==> src/rtl/btpm_pkg.sv <==
// Shared types and constants of the binary trie prefix match block.
package btpm_pkg;

  localparam int NODE_COUNT_DEF = 4096;
  localparam int ADDR_BITS_DEF  = 128;
  localparam int ADDR_MAX       = 128;

  localparam logic KIND_INSERT = 1'b0;
  localparam logic KIND_LOOKUP = 1'b1;

  localparam logic STATUS_DONE = 1'b0;
  localparam logic STATUS_FULL = 1'b1;

  typedef struct packed {
    logic        kind;
    logic [63:0] addr_high;
    logic [63:0] addr_low;
    logic [7:0]  prefix_len;
  } in_item_t;

  typedef struct packed {
    logic [7:0] match_len;
    logic       status;
  } out_item_t;

  // One classified command waiting for the walker.
  typedef struct packed {
    logic                kind;
    logic                zero;
    logic [7:0]          steps;
    logic [ADDR_MAX-1:0] addr;
  } cmd_t;

endpackage

==> src/rtl/btpm_front.sv <==
// Command intake: classifies each command and queues it for the walker.
module btpm_front
  import btpm_pkg::*;
#(
  parameter int ADDR_BITS = ADDR_BITS_DEF
) (
  input  logic     clk,
  input  logic     rst_n,
  input  logic     start,
  output logic     busy,
  input  in_item_t in_item,
  output logic     q_valid,
  output cmd_t     q_cmd,
  input  logic     q_pop
);

  logic [ADDR_MAX-1:0] addr_full;
  logic [ADDR_MAX-1:0] addr_walked;
  cmd_t                cmd_nxt;
  logic                push;

  cmd_t       q_r [2];
  logic       wr_ptr_r;
  logic       rd_ptr_r;
  logic [1:0] cnt_r;

  assign addr_full   = {in_item.addr_high, in_item.addr_low};
  assign addr_walked = addr_full >> (ADDR_MAX - ADDR_BITS);

  always_comb begin
    cmd_nxt.kind = in_item.kind;
    cmd_nxt.zero = (addr_walked == '0);
    cmd_nxt.addr = addr_full;
    if (in_item.prefix_len > 8'(ADDR_BITS)) begin
      cmd_nxt.steps = 8'(ADDR_BITS);
    end else begin
      cmd_nxt.steps = in_item.prefix_len;
    end
  end

  assign busy    = (cnt_r == 2'd2);
  assign push    = start && !busy;
  assign q_valid = (cnt_r != 2'd0);
  assign q_cmd   = q_r[rd_ptr_r];

  always_ff @(posedge clk) begin
    if (push) begin
      q_r[wr_ptr_r] <= cmd_nxt;
    end
  end

  always_ff @(posedge clk) begin
    if (!rst_n) begin
      wr_ptr_r <= 1'b0;
      rd_ptr_r <= 1'b0;
      cnt_r    <= 2'd0;
    end else begin
      if (push) begin
        wr_ptr_r <= !wr_ptr_r;
      end
      if (q_pop) begin
        rd_ptr_r <= !rd_ptr_r;
      end
      case ({push, q_pop})
        2'b10:   cnt_r <= cnt_r + 2'd1;
        2'b01:   cnt_r <= cnt_r - 2'd1;
        default: cnt_r <= cnt_r;
      endcase
    end
  end

endmodule

==> config.mk <==
export PLATFORM = sky130hd
export DESIGN_NAME = btpm_front
export DESIGN_NICKNAME = d
export VERILOG_FILES = /design/src/rtl/btpm_pkg.sv /design/src/rtl/btpm_front.sv
export SDC_FILE = /design/constraint.sdc
export NUM_CORES = 1
export LEC_CHECK = 0
export BUFFER_PORTS_ARGS = -buffer_cell sky130_fd_sc_hd__buf_2
export CAP_MARGIN = 15
export CORE_UTILIZATION = 52
export DETAILED_ROUTE_END_ITERATION = 12
export GPL_TIMING_DRIVEN = 1
export PLACE_DENSITY = 0.79
export REMOVE_ABC_BUFFERS = 1
export SLEW_MARGIN = 10
export SYNTH_ARGS = -nofsm -noshare
export SYNTH_HDL_FRONTEND = slang
export SYNTH_SLANG_ARGS = --single-unit
==> constraint.sdc <==
create_clock -name clk -period 9 [get_ports clk]
set_clock_uncertainty 0.05 [all_clocks]
set_input_delay 0.45 -clock clk [delete_from_list [all_inputs] [get_ports clk]]
set_output_delay 0.45 -clock clk [all_outputs]
set_load 0.01 [all_outputs]
==> out/metrics.csv, run 1 <==
metric,value,unit
CP Class,reg -> out,
DRC Markers,0,
pin count of the biggest net entering global routing,83,
Synth area leaders,"edfxtp_1 79%, mux2_2 15%, nor4_1 1.9%, dfxtp_1 0.96%, buf_2 0.62%",
HPWL after DPL,14490,um
setup bufs post-CTS,0,
Pwr Density,243.9,nW/um2
reg2reg setup slack,6.12,ns
io pins,281,
Slew Limit Fails,0,
Synth top area share,79.24,%
CTS sink cnt,281,
Arrival @ worst endpoint,2.98,ns
clock root buffer,clkbuf_16,
dominant cell type by area after synthesis,edfxtp_1,
CP max FO,74,
syn avg cell area,20.79,um2
Leak Pwr,4.798,nW
WL/cell,19.34,um
Synth Warn #,0,
Worst EP required,8.50,ns
post-synthesis sequential element count,281,
fmax,287.1,MHz
GRT Total Usage,19.74,%
Tmin final,3.483,ns
TritonRoute pass-1 iters,4,
first-pass GRT wire length,30550,um
TritonCTS clock tree,yes,
sequential cell area fraction in the yosys report,80.20,%
Clock Latency Late Sink,0.51,ns
vias,5707,
Num CTS Buffers,28,
slew margin rel.,28.14,%
grt total ovfl,0,
Via-to-Cell Ratio,5.241,
total negative setup slack,0,ns
post-cts sizing count,0,
cell count after synthesis,503,
"Core Util, Final",66.71,%
Hold Path Class,in -> reg,
Finish-stage setup viols,0,
Layout area overhead,24.94,%
H-tree level count,1,
critical path capture point type,output pin,
Row Count,51,
number of unique standard cell types used by synthesis,23,
CTS Hold Bufs,0,
Placeable Area,19590,um2
CP Launch Type,register,
Routed Antenna Nets,0,
die area,20680,um2
Worst VDD drop,173.9,uV
Iter 0 DRT Violations,294,
synthesized cell area,10460,um2
final net count,943,
routability cong.,0.8086,
unrepaired setup endpoints after global routing,false,
status,completed,
max cap viols,0,
Die Width,143.8,um
vias in the first global route,5834,
initial antenna violation count,3,
Worst Max-Slew Pin Slew,1.078,ns
Port Buffers,280,
share of cells above drive strength 1,56.76,%
final cycle utilization of the critical path,38.70,%
final wirelength,21060,um
Initial Utilization,53.39,%
endpoints failing hold,0,
CTS max path bufs,3,
DIE HEIGHT,143.8,um
clock slew at reported path FFs,0.06,ns
## metal layers
metal | track usage, % | routed length [um] | up-vias
met2 | 34.07 | 10470 | 251
met4 | 5.095 | 379 | 2
met1 | 23.89 | 8186 | 2778
li1 | - | - | 2644
met5 | 0 | 12 | -
met3 | 6.298 | 2013 | 32
## through the flow
step	cell area, um2	hold WS, ns	cells	total power, mW	setup WS [ns]
after floorplan	10380	0.4228	487	1.928	1.968
final	13070	0.07652	1089	3.187	5.517
after CTS	13060	0.04962	1086	3.212	5.504
after global routing	13070	0.06438	1088	3.301	5.347
after detailed placement	12160	0.5193	1036	2.100	6.058
after global placement	12160	0.4361	1036	2.083	6.091
## flip-flops by register name (all words and copies together) (netlist names), named ones only
register,count
q_r,276
wr_ptr_r,1
rd_ptr_r,1
cnt_r,2
## logic make-up (layout without fill, tap and decap cells)
group	Yosys count	in the layout	share of synthesized area, %
XOR/XNOR	4	4	0.3350
AND/OR/NAND/NOR	60	60	3.601
multiplexers	138	138	14.86
other	0	3	0
AO/OA/AOI/OAI	2	2	0.1196
flip-flops	281	281	80.20
buffers and inverters	17	335	0.7656
adder cells (fa/ha/maj)	1	1	0.1196
## synth_stat cells
master,instances
nor2_1,2
nand4_1,8
and3_1,1
dfxtp_1,5
nor4_2,1
o21ai_0,1
and2_1,4
or3_1,1
buf_2,13
nand2_1,1
nor2b_1,7
mux2_2,138
xnor2_1,3
clkbuf_1,3
nand2b_1,1
nor4_1,31
a21boi_0,1
inv_1,1
ha_1,1
or2_2,1
edfxtp_1,276
xor2_1,1
or4_1,2
## critical path, stage by stage (launching register included)
cell,delay [ns]
dfxtp_4,0.88
buf_4,0.85
mux2_2,0.44
buf_2,0.15
## path summary, 6_finish.rpt
path	end	startpoint	depth (start not counted)
max	q_cmd[34]	register	3
min	q_r[1][137]$_DFFE_PP_	in_item[136]	1
max reg2reg	q_r[0][10]$_DFFE_PP_	cnt_r[0]$_SDFFE_PN0P_	5
min reg2reg	cnt_r[1]$_SDFFE_PN0P_	cnt_r[1]$_SDFFE_PN0P_	2
## layout by cell type, fill, tap and decap left out, types with 2 or more instances in the layout
cell         n
and2_1       4
buf_2      280
buf_4        4
bufinv_16    3
clkbuf_1     4
clkbuf_16   29
clkinv_1     7
clkinv_2     5
dfxtp_1      4
diode_2      3
edfxtp_1   276
mux2_2     138
nand4_1      8
nor2b_1      7
nor4_1      31
or4_1        2
xnor2_1      3
## report_power, final
group	internal [mW]	switching [mW]
Combinational	0.185	0.240
Sequential	1.60	0.0417
Clock	0.669	0.449
Total	2.46	0.730
## cell type report
| cell class | count | area [um2] |
|---|---|---|
| Sequential cell | 281 | 8392 |
| Fill cell | 1350 | 6523 |
| Multi-Input combinational cell | 205 | 2003 |
| Timing Repair Buffer | 284 | 1431 |
| Clock buffer | 33 | 740.7 |
| Tap cell | 265 | 331.6 |
| Clock inverter | 17 | 157.7 |
| Antenna cell | 3 | 7.507 |
| Inverter | 1 | 3.754 |
(Power assumes the default switching activity.)
==> run 2: changes to the inputs <==
--- a/config.mk
+++ b/config.mk
@@ -7,10 +7,10 @@
 export LEC_CHECK = 0
 export BUFFER_PORTS_ARGS = -buffer_cell sky130_fd_sc_hd__buf_2
 export CAP_MARGIN = 15
-export CORE_UTILIZATION = 52
+export CORE_UTILIZATION = 47
 export DETAILED_ROUTE_END_ITERATION = 12
 export GPL_TIMING_DRIVEN = 1
-export PLACE_DENSITY = 0.79
+export PLACE_DENSITY = 0.75
 export REMOVE_ABC_BUFFERS = 1
 export SLEW_MARGIN = 10
 export SYNTH_ARGS = -nofsm -noshare
==> constraint.sdc (replaced) <==
create_clock -name clk -period 3.2 [get_ports clk]
set_clock_uncertainty 0.05 [all_clocks]
set_input_delay 0.16 -clock clk [delete_from_list [all_inputs] [get_ports clk]]
set_output_delay 0.16 -clock clk [all_outputs]
set_load 0.01 [all_outputs]
==> out/metrics.csv, run 2 (synthesized netlist as in run 1, its figures left out) <==
metric,value,unit,change
vias,6395,,was 5707
max cap viols,0,,unchanged
Initial Utilization,47.92,%,was 53.39%
ant diodes,0,,was 3
initial antenna violation count,0,,was 3
DRC Markers,0,,unchanged
Row Count,54,,was 51
HPWL after DPL,14000,um,was 14490 um
Worst Max-Slew Pin Slew,0.6490,ns,was 1.078 ns
pin count of the biggest net entering global routing,72,,was 83
Num CTS Buffers,29,,was 28
setup ws final,1.054,ns,was 5.517 ns
"leading cell type in the layout, fill and taps excluded",buf_2,,unchanged
H-tree level count,1,,unchanged
routability cong.,0.7583,,was 0.8086
Layout area overhead,38.88,%,was 24.94%
Worst VDD drop,494.3,uV,was 173.9 uV
Top reg by flops,q_r,,unchanged
grt total ovfl,0,,unchanged
Filler Cell Count,1431,,was 1350
status,completed,,unchanged
final wirelength,24180,um,was 21060 um
Clock Latency Late Sink,0.52,ns,was 0.51 ns
fmax,465.9,MHz,
design area,14530,um2,was 13070 um2
Tmin final,2.146,ns,
"Core Util, Final",66.56,%,was 66.71%
clock slew at reported path FFs,0.06,ns,about the same
Finish-stage setup viols,0,,unchanged
final net count,1085,,was 943
endpoints failing hold,0,,unchanged
Routed Antenna Nets,0,,unchanged
Leak Pwr,5.396,nW,was 4.798 nW
Placed Area,12270,um2,was 12160 um2
Port Buffers,280,,unchanged
GRT Total Usage,20.39,%,was 19.74%
Hold Path Class,in -> reg,,unchanged
TritonRoute pass-1 iters,5,,was 4
total power draw,9.119,mW,was 3.187 mW
Arrival @ worst endpoint,1.94,ns,was 2.98 ns
Slew Limit Fails,0,,unchanged
WL/cell,19.47,um,was 19.34 um
Placeable Area,21820,um2,was 19590 um2
die area,22850,um2,was 20680 um2
CP Class,reg -> out,,unchanged
dpl ws,1.248,ns,was 6.058 ns
Iter 0 DRT Violations,305,,was 294
Die Width,151.2,um,was 143.8 um
first-pass GRT wire length,35060,um,was 30550 um
Largest regs,"q_r: 276 flops, cnt_r: 2 flops",,unchanged
clock root buffer,clkbuf_16,,unchanged
Via-to-Cell Ratio,5.149,,was 5.241
final cycle utilization of the critical path,67.07,%,
slew margin rel.,56.34,%,was 28.14%
unrepaired setup endpoints after global routing,false,,unchanged
"commonest cells after routing, fill and taps aside","280 x buf_2, 276 x edfxtp_1, 139 x dlygate4sd3_1, 138 x mux2_2, 31 x nor4_1",,"was 280 x buf_2, 276 x edfxtp_1, 138 x mux2_2, 31 x nor4_1, 29 x clkbuf_16"
CP max FO,71,,was 74
Pwr Density,627.8,nW/um2,was 243.9 nW/um2
CP Launch Type,register,,unchanged
critical path capture point type,output pin,,unchanged
share of cells above drive strength 1,48.34,%,was 56.76%
CTS max path bufs,3,,unchanged
TritonCTS clock tree,yes,,unchanged
io pins,281,,unchanged
DIE HEIGHT,151.2,um,was 143.8 um
CTS sink cnt,281,,unchanged
max reg flops,276,,unchanged
vias in the first global route,6631,,was 5834
Worst EP required,2.99,ns,was 8.50 ns
==> run 2: cell types whose count changed in the layout (fill, tap and decap cells not counted), moves of 3 or more <==
cell and change:
dlygate4sd3_1 +139, buf_12 +6, diode_2 -3, buf_4 -4
clkbuf_1 +3
==> run 2: timing repair <==
item / 4_1_cts / 5_1_grt
gates resized for setup: 0 / 0
hold endpoints to repair: 279 / 0
buffers inserted: 0 / 0
hold buffers: 139 / 0
==> run 2: report_power, final <==
group,internal [mW],switching (mW),leakage [nW],total [mW]
Sequential,4.50,0.0934,2.63,4.59
Combinational,0.661,0.765,2.35,1.43
Clock,1.81,1.30,0.424,3.10
Total,6.96,2.15,5.40,9.12
==> run 2: final cells by class <==
class / count / area [um2] / area share [%]
flip-flops and latches: 281 / 8392 / 57.77
repair buffers: 425 / 2913 / 20.05
multi-input cells: 205 / 2003 / 13.79
clock buffers: 36 / 752.0 / 5.177
well taps: 280 / 350.3 / 2.412
clock inverters: 14 / 111.4 / 0.7666
inverters: 1 / 3.754 / 0.02584
==> run 2: final timing paths <==
| kind | cells past startpoint | end | start | slack (ns) |
|---|---|---|---|---|
| setup / recovery | 3 | q_cmd[19] | register | 1.05 |
| hold / removal | 4 | wr_ptr_r$_SDFFE_PN0P_ | start | 0.10 |
| setup reg to reg | 4 | q_r[0][86]$_DFFE_PP_ | cnt_r[0]$_SDFFE_PN0P_ | 1.29 |
| hold reg to reg | 2 | cnt_r[1]$_SDFFE_PN0P_ | cnt_r[1]$_SDFFE_PN0P_ | 0.47 |
==> run 2: worst max-delay path, stage by stage, from the launching register on <==
cell,delay (ns)
dfxtp_4,0.43
buf_12,0.36
mux2_2,0.42
buf_2,0.15
==> run 2: through the flow <==
step / setup TNS (ns) / hold WS (ns) / std cells
final: 0 / 0.1008 / 1242
after global routing: 0 / 0.1398 / 1242
after CTS: 0 / 0.07767 / 1242
after detailed placement: 0 / 0.3064 / 1053
after global placement: 0 / 0.2988 / 1053
after floorplan: -805.06 / 0.2089 / 487
==> run 2: metal layers <==
metal	share of wire (%)	up-vias	track usage, %
li1	-	2918	-
met1	39	3152	24.47
met2	51	277	35.76
met3	7.6	48	5.392
met4	2.4	0	6.350
met5	0	-	0
==> run 3: changes to the inputs <==
--- a/config.mk
+++ b/config.mk
@@ -7,10 +7,10 @@
 export LEC_CHECK = 0
 export BUFFER_PORTS_ARGS = -buffer_cell sky130_fd_sc_hd__buf_2
 export CAP_MARGIN = 15
-export CORE_UTILIZATION = 47
+export CORE_UTILIZATION = 52
 export DETAILED_ROUTE_END_ITERATION = 12
 export GPL_TIMING_DRIVEN = 1
-export PLACE_DENSITY = 0.75
+export PLACE_DENSITY = 0.79
 export REMOVE_ABC_BUFFERS = 1
 export SLEW_MARGIN = 10
 export SYNTH_ARGS = -nofsm -noshare
==> constraint.sdc (replaced) <==
create_clock -name clk -period 2.23 [get_ports clk]
set_clock_uncertainty 0.05 [all_clocks]
set_input_delay 0.1115 -clock clk [delete_from_list [all_inputs] [get_ports clk]]
set_output_delay 0.1115 -clock clk [all_outputs]
set_load 0.01 [all_outputs]
==> out/metrics.csv, run 3 (synthesized netlist as in run 1, its figures left out) <==
metric,value,unit,change
Arrival @ worst endpoint,1.94,ns,about the same
CP max FO,85,,was 71
Num CTS Buffers,29,,unchanged
DRC Markers,0,,unchanged
TritonRoute pass-1 iters,4,,was 5
Placed Area,12270,um2,about the same
first-pass GRT wire length,37030,um,was 35060 um
"commonest cells after routing, fill and taps aside","280 x buf_2, 276 x edfxtp_1, 140 x dlygate4sd3_1, 138 x mux2_2, 31 x nor4_1",,"was 280 x buf_2, 276 x edfxtp_1, 139 x dlygate4sd3_1, 138 x mux2_2, 31 x nor4_1"
clock root buffer,clkbuf_16,,unchanged
Layout area overhead,38.96,%,was 38.88%
Via-to-Cell Ratio,5.267,,was 5.149
WL/cell,20.83,um,was 19.47 um
Filler Cell Count,1101,,was 1431
"leading cell type in the layout, fill and taps excluded",buf_2,,unchanged
max cap viols,0,,unchanged
Port Buffers,280,,unchanged
share of cells above drive strength 1,48.39,%,was 48.34%
Hold WS,0.07016,ns,was 0.1008 ns
die area,20680,um2,was 22850 um2
endpoints failing hold,0,,unchanged
fmax,475.8,MHz,
total power draw,13.13,mW,was 9.119 mW
Row Count,51,,was 54
pin count of the biggest net entering global routing,86,,was 72
"Core Util, Final",74.19,%,was 66.56%
Hold Path Class,in -> reg,,unchanged
Largest regs,"q_r: 276 flops, cnt_r: 2 flops",,unchanged
CP Class,reg -> out,,unchanged
GRT Total Usage,23.97,%,was 20.39%
routability cong.,0.7611,,was 0.7583
Leak Pwr,5.408,nW,was 5.396 nW
HPWL after DPL,15010,um,was 14000 um
CTS sink cnt,281,,unchanged
final cycle utilization of the critical path,94.25,%,
final wirelength,25620,um,was 24180 um
post-cts sizing count,0,,unchanged
design area,14530,um2,about the same
TritonCTS clock tree,yes,,unchanged
max reg flops,276,,unchanged
Slew Limit Fails,0,,unchanged
Finish-stage setup viols,0,,unchanged
Die Width,143.8,um,was 151.2 um
Initial Utilization,53.39,%,was 47.92%
Worst Max-Slew Pin Slew,0.5295,ns,was 0.6490 ns
Worst EP required,2.07,ns,was 2.99 ns
H-tree level count,1,,unchanged
Worst VDD drop,688.8,uV,was 494.3 uV
DIE HEIGHT,143.8,um,was 151.2 um
vias in the first global route,6895,,was 6631
Placeable Area,19590,um2,was 21820 um2
total negative setup slack,0,ns,unchanged
unrepaired setup endpoints after global routing,false,,unchanged
Routed Antenna Nets,0,,unchanged
clock slew at reported path FFs,0.05,ns,was 0.06 ns
critical path capture point type,output pin,,unchanged
CP Launch Type,register,,unchanged
multi-input combinational cell area,2003,um2,unchanged
vias,6479,,was 6395
io pins,281,,unchanged
Iter 0 DRT Violations,280,,was 305
initial antenna violation count,0,,unchanged
Clock Latency Late Sink,0.51,ns,was 0.52 ns
status,completed,,unchanged
Pwr Density,903.4,nW/um2,was 627.8 nW/um2
ant diodes,0,,unchanged
FF+latch area,8392,um2,unchanged
final net count,1088,,was 1085
grt total ovfl,0,,unchanged
slew margin rel.,64.37,%,was 56.34%
Tmin final,2.102,ns,
Top reg by flops,q_r,,unchanged
CTS max path bufs,3,,unchanged
-- run 3: timing repair --
action	in CTS	in global routing
setup buffers	0	0
endpoints found under the hold margin	279	0
hold buffers	140	0
-- run 3: worst max-delay path, cell delays in order, from the launching register on --
cell and delay, ns:
dfxtp_4 0.37, buf_12 0.37, mux2_2 0.42, buf_2 0.17
-- run 3: report_power, final --
group,switching (mW),internal [mW]
logic,1.12,0.957
clock network,1.85,2.60
registers,0.143,6.46
-- run 3: stage by stage --
stage / instances / setup slack (ns)
floorplan: 487 / -4.802
global placement: 1040 / 0.2448
detailed placement: 1040 / 0.2490
CTS: 1230 / 0.1369
global route: 1230 / 0.1075
finish: 1230 / 0.1283
-- run 3: final cells by class --
type / count / share of cell area (%)
sequential: 281 / 57.74
timing repair buffer: 428 / 20.21
multi-input combinational: 205 / 13.78
clock buffer: 38 / 5.226
tap: 265 / 2.281
clock inverter: 12 / 0.7318
inverter: 1 / 0.02583
-- run 3: per-layer routing --
| layer | global-route usage [%] | wire (um) | vias to the layer above | share of wire (%) |
|---|---|---|---|---|
| li1 | - | - | 2924 | - |
| met1 | 27.27 | 9441 | 3192 | 37 |
| met2 | 43.86 | 13500 | 314 | 53 |
| met3 | 5.831 | 2031 | 49 | 7.9 |
| met4 | 7.951 | 652 | 0 | 2.5 |
| met5 | 0 | 0 | - | 0 |
-- run 3: path summary, 6_finish.rpt --
kind                                             from                    end  slack (ns)  cells after the start
worst max-delay path                         register             q_cmd[136]        0.13                      3
worst min-delay path                            start  wr_ptr_r$_SDFFE_PN0P_        0.07                      4
worst max register to register  cnt_r[0]$_SDFFE_PN0P_  cnt_r[1]$_SDFFE_PN0P_        0.48                      5
worst min register to register  cnt_r[1]$_SDFFE_PN0P_  cnt_r[1]$_SDFFE_PN0P_        0.51                      2
